File: src/rtl/mhfs_pkg.sv
// ----------------------------------------------------------------------------
// mhfs_pkg
// Shared types and constants for the min-heap with filter sweeps.
// ----------------------------------------------------------------------------
package mhfs_pkg;

    localparam int KEY_W   = 16;
    localparam int PAGES_W = 16;
    localparam int YEAR_W  = 12;
    localparam int OP_W    = 2;
    localparam int CNT_OUT_W = 8;
    localparam int CFG_IDX_W = 1;

    localparam logic [PAGES_W-1:0] PAGE_LIMIT_RST = 16'd300;
    localparam logic [YEAR_W-1:0]  YEAR_LIMIT_RST = 12'd2000;

    localparam logic [CFG_IDX_W-1:0] REG_PAGE_LIMIT = 1'b0;
    localparam logic [CFG_IDX_W-1:0] REG_YEAR_LIMIT = 1'b1;

    typedef logic [OP_W-1:0] op_t;
    localparam op_t OP_INSERT     = 2'd0;
    localparam op_t OP_PAGE_SWEEP = 2'd1;
    localparam op_t OP_YEAR_SWEEP = 2'd2;

    typedef struct packed {
        logic [KEY_W-1:0]   key;
        logic [PAGES_W-1:0] pages;
        logic [YEAR_W-1:0]  year;
    } entry_t;

    typedef enum logic [2:0] {
        ST_IDLE,
        ST_DISPATCH,
        ST_INS_TEST,
        ST_INS_CMP,
        ST_SW_TEST,
        ST_SW_CHK,
        ST_SW_MOVE,
        ST_DONE
    } state_t;

    typedef struct packed {
        logic load_item;
        logic pos_from_count;
        logic pos_clear;
        logic pos_inc;
        logic pos_to_parent;
        logic cnt_inc;
        logic cnt_dec;
        logic rd_parent;
        logic rd_pos;
        logic rd_last;
        logic wr_new;
        logic wr_rdata;
    } cmd_t;

    typedef struct packed {
        op_t  op;
        logic full;
        logic pos_zero;
        logic pos_end;
        logic pos_last;
        logic parent_gt;
        logic drop;
    } sts_t;

endpackage

File: src/rtl/mhfs_ctrl.sv
// ----------------------------------------------------------------------------
// mhfs_ctrl
// Controller: sequences insert sift-up and filter sweeps over the datapath.
// ----------------------------------------------------------------------------
module mhfs_ctrl (
    input  logic           clk,
    input  logic           rst_n,
    input  logic           start,
    output logic           busy,
    output logic           done,
    output logic           accepted,
    output mhfs_pkg::cmd_t cmd,
    input  mhfs_pkg::sts_t sts
);
    import mhfs_pkg::*;

    state_t state_reg;
    state_t state_next;
    logic   accepted_reg;
    logic   accepted_next;

    always_ff @(posedge clk or negedge rst_n)
    begin
        if (!rst_n)
        begin
            state_reg    <= ST_IDLE;
            accepted_reg <= 1'b0;
        end
        else
        begin
            state_reg    <= state_next;
            accepted_reg <= accepted_next;
        end
    end

    always_comb
    begin
        state_next = state_reg;
        unique case (state_reg)
            ST_IDLE:
            begin
                if (start)
                begin
                    state_next = ST_DISPATCH;
                end
            end
            ST_DISPATCH:
            begin
                priority if ((sts.op == OP_INSERT) && !sts.full)
                begin
                    state_next = ST_INS_TEST;
                end
                else if ((sts.op == OP_PAGE_SWEEP) || (sts.op == OP_YEAR_SWEEP))
                begin
                    state_next = ST_SW_TEST;
                end
                else
                begin
                    state_next = ST_DONE;
                end
            end
            ST_INS_TEST:
            begin
                state_next = sts.pos_zero ? ST_DONE : ST_INS_CMP;
            end
            ST_INS_CMP:
            begin
                state_next = sts.parent_gt ? ST_INS_TEST : ST_DONE;
            end
            ST_SW_TEST:
            begin
                state_next = sts.pos_end ? ST_DONE : ST_SW_CHK;
            end
            ST_SW_CHK:
            begin
                priority if (!sts.drop)
                begin
                    state_next = ST_SW_TEST;
                end
                else if (sts.pos_last)
                begin
                    state_next = ST_DONE;
                end
                else
                begin
                    state_next = ST_SW_MOVE;
                end
            end
            ST_SW_MOVE:
            begin
                state_next = ST_SW_CHK;
            end
            ST_DONE:
            begin
                state_next = ST_IDLE;
            end
            default:
            begin
                state_next = ST_IDLE;
            end
        endcase
    end

    always_comb
    begin
        cmd           = '0;
        accepted_next = accepted_reg;
        unique case (state_reg)
            ST_IDLE:
            begin
                cmd.load_item = start;
            end
            ST_DISPATCH:
            begin
                if (sts.op == OP_INSERT)
                begin
                    accepted_next      = !sts.full;
                    cmd.pos_from_count = !sts.full;
                    cmd.cnt_inc        = !sts.full;
                end
                else if ((sts.op == OP_PAGE_SWEEP) || (sts.op == OP_YEAR_SWEEP))
                begin
                    accepted_next = 1'b1;
                    cmd.pos_clear = 1'b1;
                end
                else
                begin
                    accepted_next = 1'b0;
                end
            end
            ST_INS_TEST:
            begin
                cmd.wr_new    = sts.pos_zero;
                cmd.rd_parent = !sts.pos_zero;
            end
            ST_INS_CMP:
            begin
                cmd.wr_rdata      = sts.parent_gt;
                cmd.pos_to_parent = sts.parent_gt;
                cmd.wr_new        = !sts.parent_gt;
            end
            ST_SW_TEST:
            begin
                cmd.rd_pos = !sts.pos_end;
            end
            ST_SW_CHK:
            begin
                cmd.pos_inc = !sts.drop;
                cmd.cnt_dec = sts.drop;
                cmd.rd_last = sts.drop && !sts.pos_last;
            end
            ST_SW_MOVE:
            begin
                cmd.wr_rdata = 1'b1;
            end
            ST_DONE:
            begin
                cmd = '0;
            end
            default:
            begin
                cmd = '0;
            end
        endcase
    end

    assign busy     = (state_reg != ST_IDLE);
    assign done     = (state_reg == ST_DONE);
    assign accepted = accepted_reg;

`ifndef SYNTH
    a_done_one_cycle: assert property (@(posedge clk) disable iff (!rst_n)
        done |=> !done)
        else $error("Result strobe held longer than one cycle.");
    a_start_to_dispatch: assert property (@(posedge clk) disable iff (!rst_n)
        (start && !busy) |=> (state_reg == ST_DISPATCH))
        else $error("Accepted command did not reach dispatch.");
    a_single_write: assert property (@(posedge clk) disable iff (!rst_n)
        !(cmd.wr_new && cmd.wr_rdata))
        else $error("Two write sources selected at once.");
`endif

endmodule

File: config.mk
export PLATFORM = sky130hd
export DESIGN_NAME = mhfs_ctrl
export DESIGN_NICKNAME = d
export VERILOG_FILES = /design/src/rtl/mhfs_pkg.sv /design/src/rtl/mhfs_ctrl.sv
export SDC_FILE = /design/constraint.sdc
export NUM_CORES = 1
export LEC_CHECK = 0
export BUFFER_PORTS_ARGS = -buffer_cell sky130_fd_sc_hd__buf_2
export CAP_MARGIN = 20
export CORE_AREA = 8 8 45 47
export DETAILED_ROUTE_END_ITERATION = 8
export DIE_AREA = 0 0 53 55
export GPL_TIMING_DRIVEN = 0
export PLACE_DENSITY = 0.7
export SLEW_MARGIN = 5
export SYNTH_ARGS = -nofsm -noshare
export SYNTH_HDL_FRONTEND = slang
export SYNTH_SLANG_ARGS = --single-unit
export TNS_END_PERCENT = 30
File: constraint.sdc
create_clock -name clk -period 1.5 [get_ports clk]
set_input_delay 0.45 -clock clk [delete_from_list [all_inputs] [get_ports clk]]
set_output_delay 0.45 -clock clk [all_outputs]
set_load 0.03 [all_outputs]
# ---- Word-level counts from Yosys, hierarchy flattened
# Index checks and enable logic that the tools add are counted.
dict set report op_classes {
  n_eq_ne 10
  n_mux 24
  reduce_logical 12
}
# cell count
set op_table {}
lappend op_table {{$pmux 3 s8} 1}
lappend op_table {{$mux 1} 13}
lappend op_table {{$eq 3x3->1 const B} 4}
lappend op_table {{$mux 3} 4}
lappend op_table {{$mux 2} 4}
lappend op_table {{$eq 3x2->1 const B} 2}
lappend op_table {{$logic_not 1->1} 6}
lappend op_table {{$pmux 1 s2} 2}
lappend op_table {{$eq 3x1->1 const B} 1}
lappend op_table {{$logic_not 3->1} 1}
lappend op_table {{$reduce_bool 3->1} 1}
lappend op_table {{$eq 2x1->1 const B} 1}
lappend op_table {{$eq 2x2->1 const B} 1}
lappend op_table {{$logic_and 1x1->1} 2}
lappend op_table {{$logic_not 2->1} 1}
lappend op_table {{$ne 2x2->1 const B} 1}
lappend op_table {{$logic_or 1x1->1} 1}
dict set report word_totals {
  register_bits 4
  input_bits 11
  output_inout_bits 15
  word_cells 48
}

# ---- Longest topological paths before layout
dict set report depth {
  ltp_word 5
  depth_mapped 5
}

# ---- Least setup slack after synthesis
# Ideal clock, no wire load.
dict set report synth_timing {
  path_kind {reg-to-output}
  startpoint {register state_reg[1]}
  endpoint {output port cmd[10] (netlist bit)}
  arrival_time_ns 1.624
  required_time_ns 1.050
  slack_ns -0.574
  stages_incl_launch_ff 4
  n_path_buf 1
  cell_sequence {dfrtp_1 > or3b_2 > nor2_1 > buf_4}
}
# item line
set synth_lines {}
lappend synth_lines {{start, declared} mhfs_ctrl.sv:17} ;# state_t state_reg;
lappend synth_lines {{start signal, assigned} mhfs_ctrl.sv:31} ;# state_reg <= state_next;
lappend synth_lines {{end, declared} mhfs_ctrl.sv:12} ;# output mhfs_pkg::cmd_t cmd,

==> qor.yml <==
yosysTopAreaCell: "dfrtp_1"
die_y_um: 55
synth_edf_count: 0
drt-vias-per-instance: 4.79
antenna_found_initial: 0
relSlewSlack_pct: 82.1
multi_input_area_um2: 305
p_leak_uw: 0.000356
arrival_ps: 1400
drc_errors: 0
whs_ps: 501
wire_per_inst_um: 11.7
status: "finished, violations left"
async_flop_share_pct: 100
ir_drop_mv: 0.712
grt_pass1_vias: 496
diodes: 0
synth-main-ff-cell: "dfrtp_1"
timing.rr.end: "state_reg[1]"
syn_avg_cell_area_um2: 7.90
crit_type: "reg2out"
root_buffer: "clkbuf_4"
cp-startpoint: "state_reg[2]"
rsz0062_at_grt: "true"
fillers: 131
ff2ff_path_depth: 4
yosysSeqAreaShare_pct: 26.4
synth_nets: 60
p_clk_share_pct: 10.3
violations: "negative setup slack"
finalHoldViolations: 0
cp_slowest_cell: "dfrtp_1"
first_pass_iters: 3
synth_common_cells: "7 x nor2_1, 4 x dfrtp_1, 4 x inv_1, 3 x nand2b_1"
fp-row-count: 14
rr_startpoint: "state_reg[2]"
synth_cell_types: 29
tritoncts: "built"
powerDensity_nw_per_um2: 1790
required_ps: 1050
internal_power_uw: 755
cts_made_buffers: 3
grt_max_degree: 11
overflow: 0
max-clock-path-buffers: 2
path_clk_slew_ps: 40
ys.warnings.count: 0
nets: 98
seq_power_share_pct: 16.2
antenna_left: 0
path_cells: "clkbuf_8 -> or3_4 -> nor2_4 -> buf_6"
initial_core_util_pct: 27.4
drv_slew: 0
worst-slew-pin-transition_ps: 268
worstHoldPathType: "in2reg"
clkLatencyLatePin_ps: 240
switchingPower_uw: 583
switching_share_pct: 43.6
die_w_um: 53
place_area_um2: 572
critPathMaxFanout: 7
synthTopCellsByArea: "dfrtp_1 26%, nor2_1 6.9%, nand2b_1 5.0%"
r2r_slack_ps: 170
coreArea_um2: 1380
comb_power_share_pct: 73.5
synth_cells: 48
portBuffers: 25
io_pins: 26
fin_ws_ps: -348
drt_iter0_drc: 7
fmax_ghz: 0.541
setup-violations-final: 14
clock_skew_ps: 3.23
syn_area_um2: 379
vias: 479
drt_wl_total_um: 1170
largest_reg_flops: 3
yosysMostFrequentCell: "nor2_1"
seqCellArea_um2: 101
htree_levels: 1
final_cells: 100
critPathLaunchType: "flip-flop"
endpoint_kind: "output pin"
place_congestion: 0.733
dp.cells: 89
cts_sinks: 4
cap_viol_max_count: 0
cp-endpoint: "cmd[11]"
die_area_um2: 2920
ys_seq_elements: 4
syn_to_final_growth_pct: 97.0
post-route-period-util_pct: 123
total_power_uw: 1340
design_area_um2: 747
crit_path_max_incr_delay_ps: 400
hpwlAfterDp_um: 907
track_usage_pct: 8.77
synth_top_area_share_pct: 26.4
min_period_ps: 1850
drive_above_1_share_pct: 64.3
grt_first_pass_wirelength_um: 1920
fin_util_pct: 54.0
## cell type report
class	instances	share of cell area [%]
Clock buffer	3	3.02
Sequential cell	4	13.6
Timing Repair Buffer	33	33.5
Multi-Input combinational cell	37	40.9
Tap cell	16	2.68
Buffer	3	4.36
Inverter	4	2.01
## through the flow
| step | setup slack, ps | setup TNS (ps) |
|---|---|---|
| after floorplan | -145 | -806 |
| after global placement | -381 | -1660 |
| after detailed placement | -392 | -1920 |
| after CTS | -349 | -3590 |
| after global routing | -397 | -4450 |
| final | -348 | -3470 |
## worst max-delay path: cells and delay by family (launching register included)
kind                   cells  cell delay [ps]
buffers and inverters      2              300
DFF                        1              400
and+or+nand+nor            2              460
## power by group through the flow
stage | Sequential (uW) | Combinational [uW] | Clock [uW]
floorplan | 232 | 533 | 0
finish | 216 | 984 | 138
global route | 230 | 1060 | 149
global placement | 218 | 707 | 0
CTS | 216 | 975 | 142
detailed placement | 220 | 717 | 0
## worst min path at each step
stage,end,slack (ps),cells after the start,startpoint
6_report,state_reg[0],500,3,start
5_1_grt,state_reg[0],520,3,sts[2]
4_1_cts,state_reg[0],0.8,1,rst_n
3_5_place_dp,accepted,260,1,rst_n
3_3_place_gp,accepted,260,1,rst_n
2_1_floorplan,accepted,150,0,rst_n
## layer usage
| layer | up-vias | routed length [um] | track usage (%) |
|---|---|---|---|
| met3 | 2 | 91 | 3.48 |
| met1 | 221 | 510 | 9.20 |
| li1 | 238 | - | - |
| met5 | - | 0 | 0 |
| met4 | 0 | 10 | 5.17 |
| met2 | 18 | 558 | 14.6 |
## kinds of logic after synthesis
kind of cell	count (synthesis)	share of synthesized area, %
adders and majority gates	1	3.30
buffers and inverters	7	8.25
and+or+nand+nor	27	45.5
AOI/OAI and AO/OA	8	13.9
muxes	1	2.64
DFF	4	26.4
## layout by cell type, fill, tap and decap left out, drive strengths merged
| cell | Yosys | final |
|---|---|---|
| nor2b | 1 | 1 |
| or2b | 1 | 1 |
| o21a | 1 | 1 |
| mux2i | 1 | 1 |
| a31oi | 2 | 2 |
| or3b | 2 | 2 |
| and4bb | 1 | 1 |
| inv | 4 | 4 |
| and4b | 1 | 1 |
| and2 | 2 | 2 |
| ha | 1 | 1 |
| nor3 | 1 | 1 |
| nor3b | 2 | 2 |
| a21oi | 2 | 2 |
| buf | 2 | 34 |
| o22ai | 1 | 1 |
| nor2 | 7 | 7 |
| and3 | 1 | 1 |
| dlygate4sd3 | 0 | 1 |
| nand2 | 2 | 2 |
| dfrtp | 4 | 4 |
| a31o | 1 | 1 |
| or3 | 1 | 1 |
| clkbuf | 1 | 4 |
| a21boi | 1 | 1 |
| nand3b | 2 | 2 |
| nand2b | 3 | 3 |
## repair_timing
item                                   CTS  global route
buffers inserted                         7             0
endpoints found under the hold margin    0             4
setup endpoints to repair               14            14
hold buffers                             0             1
pin swaps                                1             0
resized for setup                       27             3
(Power assumes the default switching activity.)
